File: config.mk
export PLATFORM = sky130hd
export DESIGN_NAME = infix_to_postfix_converter_flat
export DESIGN_NICKNAME = d
export VERILOG_FILES = /design/src/rtl/core/i2p_pkg.sv /design/src/rtl/core/i2p_req_if.sv /design/src/rtl/core/i2p_rsp_if.sv /design/src/rtl/core/i2p_cell.sv /design/src/rtl/core/i2p_ctrl.sv /design/src/rtl/core/infix_to_postfix_converter.sv /design/src/flat_wrapper.sv
export SDC_FILE = /design/constraint.sdc
export NUM_CORES = 1
export LEC_CHECK = 0
export ABC_CLOCK_PERIOD_IN_PS = 11590
export BUFFER_PORTS_ARGS = -buffer_cell sky130_fd_sc_hd__buf_4
export CORE_MARGIN = 5
export CORE_UTILIZATION = 66
export CTS_CLUSTER_DIAMETER = 60
export DETAILED_ROUTE_END_ITERATION = 10
export GPL_TIMING_DRIVEN = 0
export HOLD_SLACK_MARGIN = 0.06
export PLACE_DENSITY = 0.84
export REMOVE_ABC_BUFFERS = 1
export SYNTH_ARGS = -nofsm -noshare
export SYNTH_HDL_FRONTEND = slang
export SYNTH_SLANG_ARGS = --single-unit
export TNS_END_PERCENT = 100
File: constraint.sdc
create_clock -name clock -period 11.59 [get_ports clock]
set_input_delay 0.5795 -clock clock [delete_from_list [all_inputs] [get_ports clock]]
set_output_delay 0.5795 -clock clock [all_outputs]
set_load 0.01 [all_outputs]
File: src/rtl/core/i2p_pkg.sv
// ----------------------------------------------------------------------------
// i2p_pkg
// Shared types, character constants and operator tables for the infix to
// postfix converter.
// ----------------------------------------------------------------------------
package i2p_pkg;

   localparam int STACK_DEPTH_DEFAULT = 32;

   localparam logic [7:0] CHR_PLUS    = 8'h2B;
   localparam logic [7:0] CHR_MINUS   = 8'h2D;
   localparam logic [7:0] CHR_STAR    = 8'h2A;
   localparam logic [7:0] CHR_SLASH   = 8'h2F;
   localparam logic [7:0] CHR_CARET   = 8'h5E;
   localparam logic [7:0] CHR_OPEN    = 8'h28;
   localparam logic [7:0] CHR_CLOSE   = 8'h29;
   localparam logic [7:0] CHR_LOWER_A = 8'h61;
   localparam logic [7:0] CHR_LOWER_Z = 8'h7A;
   localparam logic [7:0] CHR_UPPER_A = 8'h41;
   localparam logic [7:0] CHR_UPPER_Z = 8'h5A;
   localparam logic [7:0] CHR_NUL     = 8'h00;

   typedef enum logic [2:0] {
      CODE_OPEN  = 3'd0,
      CODE_PLUS  = 3'd1,
      CODE_MINUS = 3'd2,
      CODE_MUL   = 3'd3,
      CODE_DIV   = 3'd4,
      CODE_POW   = 3'd5
   } op_code_type;

   typedef enum logic [2:0] {
      ERR_NONE            = 3'd0,
      ERR_UNMATCHED_CLOSE = 3'd1,
      ERR_OVERFLOW        = 3'd2,
      ERR_UNKNOWN         = 3'd3,
      ERR_UNCLOSED_OPEN   = 3'd4
   } err_code_type;

   typedef enum logic [1:0] {
      STK_HOLD = 2'd0,
      STK_PUSH = 2'd1,
      STK_POP  = 2'd2
   } stack_op_type;

   typedef struct packed {
      stack_op_type op;
      op_code_type  code;
   } stack_cmd_type;

   typedef enum logic [1:0] {
      S_IDLE  = 2'd0,
      S_CHAR  = 2'd1,
      S_FLUSH = 2'd2,
      S_LAST  = 2'd3
   } state_type;

   function automatic op_code_type char_to_code(input logic [7:0] chr);
      op_code_type code;
      code = CODE_OPEN;
      priority case (chr)
         CHR_PLUS:  code = CODE_PLUS;
         CHR_MINUS: code = CODE_MINUS;
         CHR_STAR:  code = CODE_MUL;
         CHR_SLASH: code = CODE_DIV;
         CHR_CARET: code = CODE_POW;
         default:   code = CODE_OPEN;
      endcase
      return code;
   endfunction

   function automatic logic [7:0] code_to_char(input op_code_type code);
      logic [7:0] chr;
      chr = CHR_OPEN;
      unique case (code)
         CODE_OPEN:  chr = CHR_OPEN;
         CODE_PLUS:  chr = CHR_PLUS;
         CODE_MINUS: chr = CHR_MINUS;
         CODE_MUL:   chr = CHR_STAR;
         CODE_DIV:   chr = CHR_SLASH;
         CODE_POW:   chr = CHR_CARET;
         default:    chr = CHR_OPEN;
      endcase
      return chr;
   endfunction

   function automatic logic [1:0] code_prec(input op_code_type code);
      logic [1:0] prec;
      prec = 2'd0;
      unique case (code)
         CODE_OPEN:  prec = 2'd0;
         CODE_PLUS:  prec = 2'd1;
         CODE_MINUS: prec = 2'd1;
         CODE_MUL:   prec = 2'd2;
         CODE_DIV:   prec = 2'd2;
         CODE_POW:   prec = 2'd3;
         default:    prec = 2'd0;
      endcase
      return prec;
   endfunction

endpackage

File: src/rtl/core/i2p_req_if.sv
// ----------------------------------------------------------------------------
// i2p_req_if
// Request channel: one infix character word with its end flag.
// ----------------------------------------------------------------------------
interface i2p_req_if;
   logic       valid;
   logic       ready;
   logic [7:0] symbol;
   logic       end_of_expression;

   modport source (output valid, output symbol, output end_of_expression, input ready);
   modport sink   (input valid, input symbol, input end_of_expression, output ready);
endinterface

File: src/rtl/core/i2p_rsp_if.sv
// ----------------------------------------------------------------------------
// i2p_rsp_if
// Response channel: one postfix result word with status.
// ----------------------------------------------------------------------------
interface i2p_rsp_if;
   logic       valid;
   logic       ready;
   logic [7:0] out_symbol;
   logic       symbol_valid;
   logic       expression_done;
   logic [2:0] error_code;

   modport source (output valid, output out_symbol, output symbol_valid,
                   output expression_done, output error_code, input ready);
   modport sink   (input valid, input out_symbol, input symbol_valid,
                   input expression_done, input error_code, output ready);
endinterface

File: src/rtl/core/i2p_cell.sv
// ----------------------------------------------------------------------------
// i2p_cell
// One operator stack entry; shifts towards the top on pop and away from it
// on push.
// ----------------------------------------------------------------------------
module i2p_cell (
   input  logic                  clock,
   input  i2p_pkg::stack_cmd_type stack_cmd,
   input  i2p_pkg::op_code_type  from_above,
   input  i2p_pkg::op_code_type  from_below,
   output i2p_pkg::op_code_type  value
);
   import i2p_pkg::*;

   op_code_type value_ff;
   op_code_type value_in;

   always_comb begin
      unique case (stack_cmd.op)
         STK_PUSH: value_in = from_above;
         STK_POP:  value_in = from_below;
         default:  value_in = value_ff;
      endcase
   end

   always_ff @(posedge clock) begin
      value_ff <= value_in;
   end

   assign value = value_ff;

endmodule

File: src/rtl/core/i2p_ctrl.sv
// ----------------------------------------------------------------------------
// i2p_ctrl
// Sequencer for the shunting-yard steps: classifies the character, drives
// the stack chain at most one push or pop a cycle and stages result words.
// ----------------------------------------------------------------------------
module i2p_ctrl #(
   parameter int STACK_DEPTH = i2p_pkg::STACK_DEPTH_DEFAULT
) (
   input  logic                   clock,
   input  logic                   reset,
   i2p_req_if.sink                req_chan,
   i2p_rsp_if.source              rsp_chan,
   input  i2p_pkg::op_code_type   stack_top,
   output i2p_pkg::stack_cmd_type stack_cmd
);
   import i2p_pkg::*;

   localparam int CNT_W = $clog2(STACK_DEPTH + 1);
   localparam logic [CNT_W-1:0] CNT_FULL = CNT_W'(STACK_DEPTH);

   state_type        state_ff, state_in;
   logic [7:0]       sym_ff, sym_in;
   logic             end_ff, end_in;
   logic [CNT_W-1:0] count_ff, count_in;
   logic             open_left_ff, open_left_in;
   logic             hold_valid_ff, hold_valid_in;
   logic [7:0]       hold_sym_ff, hold_sym_in;
   logic             hold_sv_ff, hold_sv_in;
   err_code_type     hold_err_ff, hold_err_in;
   logic             rsp_valid_ff, rsp_valid_in;
   logic [7:0]       rsp_sym_ff, rsp_sym_in;
   logic             rsp_sv_ff, rsp_sv_in;
   logic             rsp_done_ff, rsp_done_in;
   err_code_type     rsp_err_ff, rsp_err_in;

   logic             accept;
   logic             out_free;
   logic             can_emit;
   logic             emit_req;
   logic             fire;
   logic [7:0]       emit_sym;
   logic             emit_sv;
   err_code_type     emit_err;
   logic             step_done;
   logic             set_open;
   logic             last_load;
   logic             out_load;
   logic             empty;
   logic             full;
   logic             is_letter;
   op_code_type      in_code;
   logic             top_pops;

   assign accept    = req_chan.valid && req_chan.ready;
   assign out_free  = !rsp_valid_ff || rsp_chan.ready;
   assign can_emit  = !hold_valid_ff || out_free;
   assign fire      = emit_req && can_emit;
   assign empty     = (count_ff == '0);
   assign full      = (count_ff == CNT_FULL);
   assign is_letter = ((sym_ff >= CHR_LOWER_A) && (sym_ff <= CHR_LOWER_Z)) ||
                      ((sym_ff >= CHR_UPPER_A) && (sym_ff <= CHR_UPPER_Z));
   assign in_code   = char_to_code(sym_ff);
   assign top_pops  = !empty && (stack_top != CODE_OPEN) &&
                      (code_prec(stack_top) >= code_prec(in_code));

   // step decisions and stack commands
   always_comb begin
      emit_req       = 1'b0;
      emit_sym       = CHR_NUL;
      emit_sv        = 1'b0;
      emit_err       = ERR_NONE;
      stack_cmd.op   = STK_HOLD;
      stack_cmd.code = CODE_OPEN;
      step_done      = 1'b0;
      set_open       = 1'b0;
      last_load      = 1'b0;
      unique case (state_ff)
         S_CHAR: begin
            if (is_letter) begin
               emit_req  = 1'b1;
               emit_sym  = sym_ff;
               emit_sv   = 1'b1;
               step_done = can_emit;
            end else if (sym_ff == CHR_OPEN) begin
               if (full) begin
                  emit_req  = 1'b1;
                  emit_err  = ERR_OVERFLOW;
                  step_done = can_emit;
               end else begin
                  stack_cmd.op   = STK_PUSH;
                  stack_cmd.code = CODE_OPEN;
                  step_done      = 1'b1;
               end
            end else if (sym_ff == CHR_CLOSE) begin
               if (empty) begin
                  emit_req  = 1'b1;
                  emit_err  = ERR_UNMATCHED_CLOSE;
                  step_done = can_emit;
               end else if (stack_top == CODE_OPEN) begin
                  stack_cmd.op = STK_POP;
                  step_done    = 1'b1;
               end else begin
                  emit_req = 1'b1;
                  emit_sym = code_to_char(stack_top);
                  emit_sv  = 1'b1;
                  if (can_emit) stack_cmd.op = STK_POP;
               end
            end else if (in_code != CODE_OPEN) begin
               if (top_pops) begin
                  emit_req = 1'b1;
                  emit_sym = code_to_char(stack_top);
                  emit_sv  = 1'b1;
                  if (can_emit) stack_cmd.op = STK_POP;
               end else if (full) begin
                  emit_req  = 1'b1;
                  emit_err  = ERR_OVERFLOW;
                  step_done = can_emit;
               end else begin
                  stack_cmd.op   = STK_PUSH;
                  stack_cmd.code = in_code;
                  step_done      = 1'b1;
               end
            end else begin
               emit_req  = 1'b1;
               emit_err  = ERR_UNKNOWN;
               step_done = can_emit;
            end
         end
         S_FLUSH: begin
            if (empty) begin
               if (open_left_ff) begin
                  emit_req  = 1'b1;
                  emit_err  = ERR_UNCLOSED_OPEN;
                  step_done = can_emit;
               end else begin
                  step_done = 1'b1;
               end
            end else if (stack_top == CODE_OPEN) begin
               stack_cmd.op = STK_POP;
               set_open     = 1'b1;
            end else begin
               emit_req = 1'b1;
               emit_sym = code_to_char(stack_top);
               emit_sv  = 1'b1;
               if (can_emit) stack_cmd.op = STK_POP;
            end
         end
         S_LAST: begin
            if (hold_valid_ff || end_ff) begin
               last_load = out_free;
               step_done = out_free;
            end else begin
               step_done = 1'b1;
            end
         end
         default: begin
            step_done = 1'b0;
         end
      endcase
   end

   // next state
   always_comb begin
      state_in = state_ff;
      unique case (state_ff)
         S_IDLE:  if (accept) state_in = S_CHAR;
         S_CHAR:  if (step_done) state_in = end_ff ? S_FLUSH : S_LAST;
         S_FLUSH: if (step_done) state_in = S_LAST;
         S_LAST:  if (step_done) state_in = S_IDLE;
         default: state_in = S_IDLE;
      endcase
   end

   // datapath next values
   always_comb begin
      sym_in        = accept ? req_chan.symbol : sym_ff;
      end_in        = accept ? req_chan.end_of_expression : end_ff;
      open_left_in  = accept ? 1'b0 : (open_left_ff || set_open);
      count_in      = count_ff;
      unique case (stack_cmd.op)
         STK_PUSH: count_in = count_ff + CNT_W'(1);
         STK_POP:  count_in = count_ff - CNT_W'(1);
         default:  count_in = count_ff;
      endcase

      hold_valid_in = hold_valid_ff;
      hold_sym_in   = hold_sym_ff;
      hold_sv_in    = hold_sv_ff;
      hold_err_in   = hold_err_ff;
      if (fire) begin
         hold_valid_in = 1'b1;
         hold_sym_in   = emit_sym;
         hold_sv_in    = emit_sv;
         hold_err_in   = emit_err;
      end else if (last_load) begin
         hold_valid_in = 1'b0;
      end

      out_load    = (fire && hold_valid_ff) || last_load;
      rsp_sym_in  = rsp_sym_ff;
      rsp_sv_in   = rsp_sv_ff;
      rsp_done_in = rsp_done_ff;
      rsp_err_in  = rsp_err_ff;
      if (last_load && !hold_valid_ff) begin
         rsp_sym_in  = CHR_NUL;
         rsp_sv_in   = 1'b0;
         rsp_done_in = 1'b1;
         rsp_err_in  = ERR_NONE;
      end else if (out_load) begin
         rsp_sym_in  = hold_sym_ff;
         rsp_sv_in   = hold_sv_ff;
         rsp_done_in = last_load && end_ff;
         rsp_err_in  = hold_err_ff;
      end
      rsp_valid_in = out_load ? 1'b1 : (rsp_chan.ready ? 1'b0 : rsp_valid_ff);
   end

   always_ff @(posedge clock) begin
      if (reset) begin
         state_ff      <= S_IDLE;
         count_ff      <= '0;
         open_left_ff  <= 1'b0;
         hold_valid_ff <= 1'b0;
         rsp_valid_ff  <= 1'b0;
      end else begin
         state_ff      <= state_in;
         count_ff      <= count_in;
         open_left_ff  <= open_left_in;
         hold_valid_ff <= hold_valid_in;
         rsp_valid_ff  <= rsp_valid_in;
      end
   end

   always_ff @(posedge clock) begin
      sym_ff      <= sym_in;
      end_ff      <= end_in;
      hold_sym_ff <= hold_sym_in;
      hold_sv_ff  <= hold_sv_in;
      hold_err_ff <= hold_err_in;
      rsp_sym_ff  <= rsp_sym_in;
      rsp_sv_ff   <= rsp_sv_in;
      rsp_done_ff <= rsp_done_in;
      rsp_err_ff  <= rsp_err_in;
   end

   assign req_chan.ready           = (state_ff == S_IDLE);
   assign rsp_chan.valid           = rsp_valid_ff;
   assign rsp_chan.out_symbol      = rsp_sym_ff;
   assign rsp_chan.symbol_valid    = rsp_sv_ff;
   assign rsp_chan.expression_done = rsp_done_ff;
   assign rsp_chan.error_code      = rsp_err_ff;

endmodule

File: src/rtl/core/infix_to_postfix_converter.sv
// ----------------------------------------------------------------------------
// infix_to_postfix_converter
// Path: a request word is registered on acceptance; a letter's result word
// then moves to a hold stage and on to the response register. Each word
// waits in the hold stage until the next word is produced or the step ends.
// Flow: a request word is taken only in the idle state, after all steps for
// the previous word, with the stack flush on an end flag; the shift-register
// stack moves one entry a cycle, and output back-pressure stalls the steps.
// Reset (synchronous): stack empty, no result pending, ready for a word.
// ----------------------------------------------------------------------------
module infix_to_postfix_converter #(
   parameter int STACK_DEPTH = i2p_pkg::STACK_DEPTH_DEFAULT
) (
   input  logic      clock,
   input  logic      reset,
   i2p_req_if.sink   req_chan,
   i2p_rsp_if.source rsp_chan
);
   import i2p_pkg::*;

   stack_cmd_type stack_cmd;
   op_code_type   cell_value [STACK_DEPTH];

   i2p_ctrl #(
      .STACK_DEPTH (STACK_DEPTH)
   ) u_ctrl (
      .clock     (clock),
      .reset     (reset),
      .req_chan  (req_chan),
      .rsp_chan  (rsp_chan),
      .stack_top (cell_value[0]),
      .stack_cmd (stack_cmd)
   );

   for (genvar i = 0; i < STACK_DEPTH; i++) begin : g_cell
      op_code_type above;
      op_code_type below;

      if (i == 0) begin : g_top
         assign above = stack_cmd.code;
      end else begin : g_inner_above
         assign above = cell_value[i-1];
      end

      if (i == STACK_DEPTH - 1) begin : g_bottom
         assign below = CODE_OPEN;
      end else begin : g_inner_below
         assign below = cell_value[i+1];
      end

      i2p_cell u_cell (
         .clock      (clock),
         .stack_cmd  (stack_cmd),
         .from_above (above),
         .from_below (below),
         .value      (cell_value[i])
      );
   end

endmodule

File: src/flat_wrapper.sv
// flat-port wrapper written by rule: the top's interface ports become plain ports
module infix_to_postfix_converter_flat import i2p_pkg::*;
#(
   parameter int STACK_DEPTH = i2p_pkg::STACK_DEPTH_DEFAULT
)
  (clock, reset, req_chan_valid, req_chan_symbol, req_chan_end_of_expression, req_chan_ready, rsp_chan_valid, rsp_chan_out_symbol, rsp_chan_symbol_valid, rsp_chan_expression_done, rsp_chan_error_code, rsp_chan_ready);
  i2p_req_if req_chan_i ();
  i2p_rsp_if rsp_chan_i ();
  input  logic clock;
  input  logic reset;
  input wire logic [$bits(req_chan_i.valid)-1:0] req_chan_valid;
  input wire logic [$bits(req_chan_i.symbol)-1:0] req_chan_symbol;
  input wire logic [$bits(req_chan_i.end_of_expression)-1:0] req_chan_end_of_expression;
  output wire logic [$bits(req_chan_i.ready)-1:0] req_chan_ready;
  output wire logic [$bits(rsp_chan_i.valid)-1:0] rsp_chan_valid;
  output wire logic [$bits(rsp_chan_i.out_symbol)-1:0] rsp_chan_out_symbol;
  output wire logic [$bits(rsp_chan_i.symbol_valid)-1:0] rsp_chan_symbol_valid;
  output wire logic [$bits(rsp_chan_i.expression_done)-1:0] rsp_chan_expression_done;
  output wire logic [$bits(rsp_chan_i.error_code)-1:0] rsp_chan_error_code;
  input wire logic [$bits(rsp_chan_i.ready)-1:0] rsp_chan_ready;
  assign req_chan_i.valid = req_chan_valid;
  assign req_chan_i.symbol = req_chan_symbol;
  assign req_chan_i.end_of_expression = req_chan_end_of_expression;
  assign req_chan_ready = req_chan_i.ready;
  assign rsp_chan_valid = rsp_chan_i.valid;
  assign rsp_chan_out_symbol = rsp_chan_i.out_symbol;
  assign rsp_chan_symbol_valid = rsp_chan_i.symbol_valid;
  assign rsp_chan_expression_done = rsp_chan_i.expression_done;
  assign rsp_chan_error_code = rsp_chan_i.error_code;
  assign rsp_chan_i.ready = rsp_chan_ready;
  infix_to_postfix_converter #(.STACK_DEPTH(STACK_DEPTH)) u_core (.clock(clock), .reset(reset), .req_chan(req_chan_i), .rsp_chan(rsp_chan_i));
endmodule
# == Word level (Yosys, flattened, before mapping) ==
# Cells that the tools add are included.
# word_totals
reg_bits,141
latchBits,0
ram_bits,0
rom_bits,0
in_bits,13
output_inout_bits,15
word_cells,225
memories,0
# classes
addsub,2
multipliers,0
div_mod_pow,0
n_lt_le_gt_ge,5
n_eq_ne,27
n_shift,0
n_mux,113
bitwise_logic,0
n_reduce_logical,32
# op_table
operator,count
$pmux 3 s2,33
$eq 8x6->1 const B,6
$mux 1,37
$pmux 7 s5,1
$mux 7,4
$mux 3,9
$mux 8,3
$mux 2,11
$ge 8x7->1 const B,2
$le 8x7->1 const B,2
$pmux 8 s2,1
$mux 5,3
$pmux 3 s5,1
$eq 3x2->1 const B,4
$eq 3x3->1 const B,4
$pmux 2 s3,2
$pmux 6 s2,1
$reduce_or 2->1,5
$logic_and 1x1->1,9
$eq 8x7->1 const B,1
$mux 4,2
$pmux 2 s4,1
$add 6x1->6 const B,1
$eq 2x2->1 const B,3
18 further kinds,33

# == Longest topological paths before layout ==
# Gate-level depths: netlist of run 1.
# logic_depth
word_depth,17
ltp_mapped,25

# == Cells and area by module ==
# From an unflattened synthesis of run 1, not the netlist that was laid out.
# hier_totals
cells_unflattened,608
hier_area_um2,7581.0
# modules_own_cells
module,instances,cells_per_inst,area_each_um2,seq_area_each_um2
i2p_cell,32,9,143.9,90.1
i2p_ctrl,1,319,2972.9,1111.1
infix_to_postfix_converter,1,1,3.8,0.0

# == Least setup slack after synthesis of run 1 ==
# No wires, ideal clock.
# synth_path
path_kind,register to register
from,register u_core.u_ctrl.sym_ff[4]
to,register u_core.g_cell[0].u_cell.value_ff[0] (enable)
arrival_ps,5108
required_time_ps,11140
slack_ps,6032
stages_incl_launch_ff,17
n_path_buf,1
synth_period_minus_slack_ps,5558
cell_sequence,edfxtp_1 -> or4b_2 -> nor2_1 -> a21oi_1 -> nand2_1 -> o211a_1 -> ha_1 -> nand2b_1 -> a21oi_1 -> nor2_1 -> nand2_1 -> a21boi_0 -> a21oi_1 -> a2111oi_0 -> ha_1 -> clkbuf_1 -> inv_1
# synth_via
elab_chain_cells,15
# synth_lines
element,line_no,text
from (decl),i2p_ctrl.sv:22,"logic [7:0] sym_ff, sym_in;"
from (signal assigned),i2p_ctrl.sv:235,sym_ff <= sym_in;
$eq 8x7->1 or $eq 8x6->1 (tied branches),i2p_pkg.sv:61,priority case (chr)
$pmux 3 s5,i2p_pkg.sv:61,
"$eq 3x3->1, or another cell as far along",i2p_pkg.sv:90,unique case (code)
$reduce_or 2->1 (no source line),n/a,
$pmux 2 s3,i2p_pkg.sv:90,
$ge 2x2->1,i2p_ctrl.sv:64,(code_prec(stack_top) >= code_prec(in_code));
$logic_and 1x1->1,i2p_ctrl.sv:63,assign top_pops = !empty && (stack_top != CODE_OPEN) &&
$mux 2,i2p_ctrl.sv:109,if (top_pops) begin
$mux 5,i2p_ctrl.sv:108,end else if (in_code != CODE_OPEN) begin
$mux 2,i2p_ctrl.sv:94,end else if (sym_ff == CHR_CLOSE) begin
$mux 5,i2p_ctrl.sv:84,end else if (sym_ff == CHR_OPEN) begin
$mux 5 *,i2p_ctrl.sv:79,if (is_letter) begin
$pmux 2 s2 *,i2p_ctrl.sv:77,unique case (state_ff)
$eq 2x2->1 or $eq 2x1->1 (tied branches),i2p_cell.sv:19,unique case (stack_cmd.op)
$reduce_bool 2->1 (no source line) *,n/a,
to (signal assigned),i2p_cell.sv:27,value_ff <= value_in;
to (decl),i2p_cell.sv:15,op_code_type value_ff;
# Every way passes the cells marked *; elsewhere a longest branch is shown, timed or not.
# A chain may end at the register's enable or synchronous reset.

# == Worst setup path after layout of run 1 ==
# layout_path
from,register u_core.u_ctrl.sym_ff[4]
to,register u_core.u_ctrl.count_ff[5]
# layout_via
elab_chain_cells,15
# layout_lines
element,line_no,text
$eq 8x7->1 or $eq 8x6->1 (tied branches),i2p_pkg.sv:61,
$pmux 3 s5,i2p_pkg.sv:61,
"$eq 3x3->1, or another cell as far along",i2p_pkg.sv:90,
$reduce_or 2->1 (no source line),n/a,
$pmux 2 s3,i2p_pkg.sv:90,
$ge 2x2->1,i2p_ctrl.sv:64,
$logic_and 1x1->1,i2p_ctrl.sv:63,
$mux 2,i2p_ctrl.sv:109,
$mux 5,i2p_ctrl.sv:108,
$mux 2,i2p_ctrl.sv:94,
$mux 5,i2p_ctrl.sv:84,
$mux 5 *,i2p_ctrl.sv:79,
$pmux 2 s2 *,i2p_ctrl.sv:77,
$eq 2x2->1 or $eq 2x1->1 (tied branches),i2p_ctrl.sv:180,unique case (stack_cmd.op)
$pmux 6 s2 or $reduce_bool 2->1 (tied branches),n/a,
to (signal assigned),i2p_ctrl.sv:227,count_ff <= count_in;
to (decl),i2p_ctrl.sv:24,"logic [CNT_W-1:0] count_ff, count_in;"
# Marks and branches as above.

==> results of run 1 <==
## logic make-up (layout without fill, tap and decap cells)
group | count (synthesis) | count (layout)
buf+inv | 44 | 77
compound gates | 85 | 85
flops | 141 | 141
fa+ha+maj | 15 | 15
mux | 90 | 90
simple gates | 127 | 127
xor+xnor | 6 | 6
other cells | 1 | 1
## worst reg2reg max path, cell delays in order (launching register included)
cell       delay [ns]
edfxtp_1         0.47
or4b_2           0.79
nor2_1           0.17
a21oi_1          0.09
nand2_1          0.10
o211a_1          0.18
ha_1             0.13
nand2b_1         0.10
a21oi_1          0.08
nor2_1           0.21
nand2_1          0.14
a21boi_0         0.30
a21oi_1          0.07
a2111oi_0        0.72
ha_4             0.63
ha_1             0.40
a21oi_1          0.21
a21boi_0         0.17
o21ai_0          0.23
a21oi_1          0.10
nor3_1           0.22
xnor2_1          0.15
nor2_1           0.05
## power groups by stage
stage / clock [mW] / combinational, mW / sequential, mW
after floorplan: 0 / 0.104 / 0.623
after global placement: 0 / 0.163 / 0.621
after detailed placement: 0 / 0.169 / 0.624
after CTS: 0.534 / 0.172 / 0.614
after global routing: 0.558 / 0.190 / 0.619
final: 0.525 / 0.174 / 0.614
## registers in the layout (all words and copies together) (netlist names), 2 cells and up
signal / count
u_core.u_ctrl.rsp_chan.out_symbol: 8
u_core.u_ctrl.rsp_chan.error_code: 3
u_core.u_ctrl.hold_err_ff: 3
u_core.u_ctrl.sym_ff: 8
u_core.u_ctrl.state_ff: 2
u_core.u_ctrl.hold_sym_ff: 8
u_core.g_cell.u_cell.value: 96
u_core.u_ctrl.count_ff: 6
## per-layer routing
metal	up-vias	global-route usage (%)	share of wire (%)
met5	-	0	0
met4	0	7.14	1.6
met3	17	5.63	5.6
met2	131	32.1	48
met1	1985	27.6	45
li1	1969	-	-
## final cells by class
cell class                      count  area, um^2  share of cell area [%]
Multi-Input combinational cell    324        2500                    33.1
Inverter                           16        62.6                   0.829
Clock inverter                     13         148                    1.96
Tap cell                          133         166                    2.20
Sequential cell                   141        3990                    52.9
Timing Repair Buffer               29         258                    3.41
Clock buffer                       19         422                    5.58
## metrics by stage
step	total power [mW]	utilization [%]	instance area [um^2]	cells	setup slack, ns
2_1_floorplan	0.727	-	6540	481	4.84
3_3_place_gp	0.784	70.4	6910	641	3.54
3_5_place_dp	0.793	71.1	6980	643	5.97
4_1_cts	1.32	76.9	7550	675	5.86
5_1_grt	1.37	76.9	7550	675	5.35
6_report	1.31	76.9	7550	675	5.78
## cells in the final DEF (no fill, tap or decap), types with 4 or more instances in the layout
master | netlist | layout
nand2b_1 | 7 | 7
nor2_1 | 23 | 23
clkbuf_16 | 0 | 16
buf_4 | 3 | 27
ha_1 | 14 | 13
o21ai_0 | 13 | 13
a22o_1 | 7 | 7
nand3_1 | 12 | 12
nand2_1 | 44 | 44
nor3_1 | 10 | 10
dfxtp_1 | 24 | 24
a31oi_1 | 4 | 4
nor2b_1 | 5 | 5
clkinv_1 | 1 | 4
edfxtp_1 | 117 | 117
inv_1 | 15 | 14
mux2_2 | 89 | 89
o211ai_1 | 11 | 11
a21oi_1 | 20 | 20
## path summary, 6_finish.rpt
path                                                             from                                                   to  slack (ns)  cells after the start
hold / removal                             req_chan_end_of_expression                       u_core.u_ctrl.end_ff$_DFFE_PP_        0.24                      1
setup / recovery                    u_core.u_ctrl.sym_ff[4]$_DFFE_PP_               u_core.u_ctrl.count_ff[5]$_SDFFE_PP0P_        5.78                     22
hold reg to reg   u_core.u_ctrl.rsp_chan.expression_done$_SDFFE_PP1P_  u_core.u_ctrl.rsp_chan.expression_done$_SDFFE_PP1P_        0.46                      2
setup reg to reg                    u_core.u_ctrl.sym_ff[4]$_DFFE_PP_               u_core.u_ctrl.count_ff[5]$_SDFFE_PP0P_        5.78                     22
==> flow_summary.toml, run 1 <==
[critical_path]
cp_slowest_cell = "or4b_2"
path_buf_inv = 0
critPathKind = "reg -> reg"
critical_path.startpoint_type = "flip-flop"
cp_max_fo = 47
worstPathCellList = "or4b_2, nor2_1, a21oi_1, nand2_1, o211a_1, ha_1, nand2b_1, a21oi_1, nor2_1, nand2_1, a21boi_0, a21oi_1, a2111oi_0, ha_4, ha_1, a21oi_1, a21boi_0, o21ai_0, a21oi_1, nor3_1, xnor2_1, nor2_1"
worstPathArrival_ns = 6.22
critPathRequiredTime_ns = 12.00
critical-path-max-stage-delay_ns = 0.79
end_kind = "flip-flop"
cpMostUsedCell = "a21oi_1"
path_delay_family = "compound AO/OA/AOI/OAI gates"

[logic_synthesis]
synth_edf_count = 117
synth_cell_types = 61
synth_top_family_by_area = "multiplexers"
ys_async_sr_fraction_pct = 0
synth-compound-area-share_pct = 8.87
yosysTopAreaCellShare_pct = 52.7
synthSimpleGateAreaFrac_pct = 9.52
synth_warnings = 0
synthCells = 509
postSynthAreaPerCell_um2 = 13.1
synth.area.mux_share_pct = 15.2
ys_ff_latch = 141
syn_area_mm2 = 0.00666
yosys.area.top_type = "edfxtp_1"
synth_fa_ha_area_share_pct = 2.93
synthXorXnorAreaFrac_pct = 0.789
yosysMostFrequentCell = "edfxtp_1"
yosys-top-cells-area = "edfxtp_1, mux2_2, dfxtp_1"
synth_flop_cell = "edfxtp_1"
seq_area_frac_synth_pct = 60.0
yosys-top-cells-count = "edfxtp_1, mux2_2, nand2_1"

[sta]
rsz0062_at_grt = "false"
max_slew_margin_pct = 38.4
min_period_over_period_pct = 50.1
tightest_slew_ns = 0.920
holdWs_ns = 0.236
period_needed_ns = 5.81
setup_viol = 0
final.setup_skew_ns = 0.00816
max_clock_freq_mhz = 172
finalHoldViolCount = 0
setup-tns-final_ns = 0
slew_viol_final = 0

[floorplan]
dieWidth_um = 110
die_h_um = 110
coreArea_mm2 = 0.00982
start_util_pct = 67.8
row_count = 36
dieArea_mm2 = 0.0122
ios = 28

[worst_hold_path]
hp-class = "in -> reg"

[placement]
io_buffers = 27
dp_hpwl_mm = 7.35
gp_congestion = 0.882

[clocking]
clkTransAtPathRegs_ns = 0.06
post_cts_resized = 0
clk_latency_ns = 0.52
cts_hold_buf = 0
cts-root-buf = "clkbuf_8"
cts_made_buffers = 17
cts.sinks = 141
cts_max_level = 4
clockBufferDepth = 2
tritoncts = "yes"
post_cts_buffers = 0

[grt]
antenna_found_initial = 0
grt_max_degree = 75
gr-total-overflow = 0
grt_pass1_wl_mm = 20.3
grt_pass1_vias = 4040
grtUsageTotal_pct = 20.5

[status]
status = "finished clean"

[power]
sequentialPowerShare_pct = 46.8
power_frac_comb_pct = 13.2
p_sw_share_pct = 25.3
p_int_uw = 980
pwr-share-clk_pct = 40.0
power_switching_uw = 333
ir_worst_vdd_v = 0.000147
total_leakage_power_nw = 2.59
p_per_area_mw_per_mm2 = 174

[drt]
dr.first_iter.drc_count = 446
routed_wl_mm = 11.9
wl_per_cell_um = 17.6
vias = 4102
drc = 0
ant_nets = 0
routed_via_density = 6.08
dr.pass1.iters = 5

[final_layout]
diodes = 0
fin_nets = 557
layout-drive-gt1-share_pct = 28.8
area_delta_synth_final_pct = 13.4
fillerInstances = 614

[flow_run]
cap_violations = 0
Note: power is estimated with default switching activity, not from simulation.
==> run 2: changes to the inputs <==
ABC_CLOCK_PERIOD_IN_PS = 5450   (was 11590)
CORE_UTILIZATION = 62   (was 66)
PLACE_DENSITY = 0.8   (was 0.84)
clock period = 5.45 ns   (was 11.59 ns; I/O delays follow)
==> run 2 against run 1 <==
Net effect: critical endpoint unchanged; largest cell class unchanged; largest power group unchanged; critical path type unchanged; power increased by 120%; final cell count rose by 2.4%; die area is 5.9% higher.
==> flow_summary.toml, run 2 (synthesized netlist as in run 1, its figures left out) <==
[sta]
final.setup_skew_ns = 0.00886
tightest_slew_ns = 0.892
max_slew_margin_pct = 40.3
holdWs_ns = 0.181
period_needed_ns = 5.17
max_clock_freq_mhz = 193
setup_viol = 0
min_period_over_period_pct = 94.8
slew_viol_final = 0
finalHoldViolCount = 0

[final_layout]
area_delta_synth_final_pct = 16.1
fillerInstances = 662
largest_reg_flops = 96
multi_input_area_mm2 = 0.00251
fin_area_mm2 = 0.00773
diodes = 0
fin_nets = 570
final_core_util_pct = 74.2
layout_common_cells = "edfxtp_1, mux2_2, nand2_1, buf_4, dfxtp_1"
regArea_mm2 = 0.00399
mostFrequentLayoutCell = "edfxtp_1"
layout-drive-gt1-share_pct = 29.5

[drt]
routed_wl_mm = 11.9
dr_wl_met3_um = 591
ant_nets = 0
drc = 0
routed_via_density = 6.09
dr.pass1.iters = 6
dr.first_iter.drc_count = 462
met1_length_mm = 5.56
wl_met2_mm = 5.54
vias = 4208
routed.top_layer = "met4"
wl_per_cell_um = 17.2

[clocking]
cts-root-buf = "clkbuf_8"
clockBufferDepth = 2
tritoncts = "yes"
clkTransAtPathRegs_ns = 0.06
cts.sinks = 141
cts_max_level = 4
clk_latency_ns = 0.53
cts_made_buffers = 17

[worst_hold_path]
hp-class = "in -> reg"
min_from = "req_chan_valid"
worstHoldEndpoint = "u_core.u_ctrl.state_ff[1]$_SDFFE_PP0P_"
worstHoldPathCells = 4

[critical_path]
cp_slowest_cell = "or4b_2"
worstPathArrival_ns = 5.59
cp_max_fo = 13
critPathKind = "reg -> reg"
end_kind = "flip-flop"
worstPathCellList = "or4b_2, nor2_1, a21oi_1, nand2_1, o211a_1, ha_1, nand2b_1, a21oi_1, nor2_1, nand2_1, a21boi_0, a21oi_1, a2111oi_2, ha_4, ha_1, a21oi_1, a21boi_0, o21ai_0, a21oi_1, nor3_1, xnor2_1, nor2_1"
critical-path-max-stage-delay_ns = 0.79
critical_path.startpoint_type = "flip-flop"
r2r-start = "u_core.u_ctrl.sym_ff[4]$_DFFE_PP_"
cpMostUsedCell = "a21oi_1"
critPathRequiredTime_ns = 5.87
reg2reg_setup_slack_ns = 0.28
worst_r2r_path_depth = 22
rr_endpoint = "u_core.u_ctrl.count_ff[5]$_SDFFE_PP0P_"

[power]
p_int_mw = 2.07
total_leakage_power_nw = 2.67
p_per_area_mw_per_mm2 = 366
power_switching_uw = 765
p_sw_share_pct = 27.0
power_frac_comb_pct = 13.3
ir_worst_vdd_v = 0.000266
pwr-share-clk_pct = 40.6
sequentialPowerShare_pct = 46.1

[status]
status = "finished clean"

[floorplan]
row_count = 37
dieArea_mm2 = 0.0129
die_h_um = 114
ios = 28
start_util_pct = 64.0
dieWidth_um = 114
coreArea_mm2 = 0.0104

[grt]
grt_max_degree = 62
grt_pass1_vias = 4052
antenna_found_initial = 0
grtUsageTotal_pct = 19.2
gr-total-overflow = 0
grt_pass1_wl_mm = 19.6

[flow_run]
cap_violations = 0

[placement]
gp_congestion = 0.896
dp_hpwl_mm = 7.24
io_buffers = 27
placed_area_mm2 = 0.00699
## run 2: cell types whose count changed in the layout (fill, tap and decap cells not counted), sizes merged
| cell | previous run | this run |
|---|---|---|
| buf | 29 | 31 |
| bufinv | 3 | 2 |
| clkbuf | 19 | 17 |
| clkinv | 7 | 5 |
| clkinvlp | 3 | 1 |
| dlygate4sd3 | 0 | 11 |
| inv | 16 | 23 |
## run 2: power by group through the flow
stage | registers, mW | logic (mW) | clock network (mW)
final | 1.31 | 0.375 | 1.15
after global routing | 1.32 | 0.407 | 1.23
after CTS | 1.30 | 0.368 | 1.17
after detailed placement | 1.32 | 0.359 | 0
after global placement | 1.32 | 0.347 | 0
after floorplan | 1.32 | 0.222 | 0
## run 2: critical path, delay by kind of cell, from the launching register on
kind / cells / cell delay, ns
compound gates: 10 / 1.87
flops: 1 / 0.49
fa+ha+maj: 3 / 0.82
simple gates: 8 / 1.75
xor+xnor: 1 / 0.14
## run 2: what timing repair did
item                                    CTS  global route
pin swaps                                 1             1
gates resized for setup                   1             1
hold endpoints to repair                 18             0
setup buffers                             1             1
hold buffers                             11             0
endpoints found under the setup margin    1             2
## run 2: layout make-up
cell class,count,area share [%]
Timing Repair Buffer,42,5.26
Tap cell,136,2.20
Sequential cell,141,51.7
Multi-Input combinational cell,324,32.4
Clock inverter,15,2.30
Clock buffer,17,5.36
Inverter,16,0.809
## run 2: how the worst max path moves through the flow
| stage | from | end | slack (ns) | cells past startpoint |
|---|---|---|---|---|
| finish | u_core.u_ctrl.sym_ff[4]$_DFFE_PP_ | u_core.u_ctrl.count_ff[5]$_SDFFE_PP0P_ | 0.28 | 22 |
| global route | u_core.u_ctrl.sym_ff[4]$_DFFE_PP_ | u_core.u_ctrl.count_ff[5]$_SDFFE_PP0P_ | -0.01 | 22 |
| CTS | u_core.u_ctrl.sym_ff[4]$_DFFE_PP_ | u_core.u_ctrl.count_ff[5]$_SDFFE_PP0P_ | 0.08 | 22 |
| detailed placement | u_core.u_ctrl.sym_ff[4]$_DFFE_PP_ | u_core.u_ctrl.count_ff[5]$_SDFFE_PP0P_ | -0.07 | 22 |
| global placement | u_core.u_ctrl.sym_ff[4]$_DFFE_PP_ | u_core.u_ctrl.count_ff[5]$_SDFFE_PP0P_ | -2.52 | 22 |
| floorplan | u_core.u_ctrl.sym_ff[4]$_DFFE_PP_ | u_core.u_ctrl.count_ff[5]$_SDFFE_PP0P_ | -1.30 | 22 |
## run 2: metrics by stage
stage          worst slack (ns)  power, mW  setup TNS (ns)  std cells
3_3_place_gp              -2.52       1.67         -255.16        644
3_5_place_dp            -0.0726       1.68         -0.0726        646
6_report                  0.281       2.83               0        691
4_1_cts                  0.0761       2.85               0        690
5_1_grt                 -0.0140       2.95         -0.0140        691
2_1_floorplan             -1.30       1.55          -47.94        481
## run 2: routing by layer
layer / global-route usage, % / vias up
li1: - / 1998
met1: 26.0 / 2067
met2: 28.3 / 119
met3: 6.63 / 24
met4: 8.49 / 0
met5: 0 / -
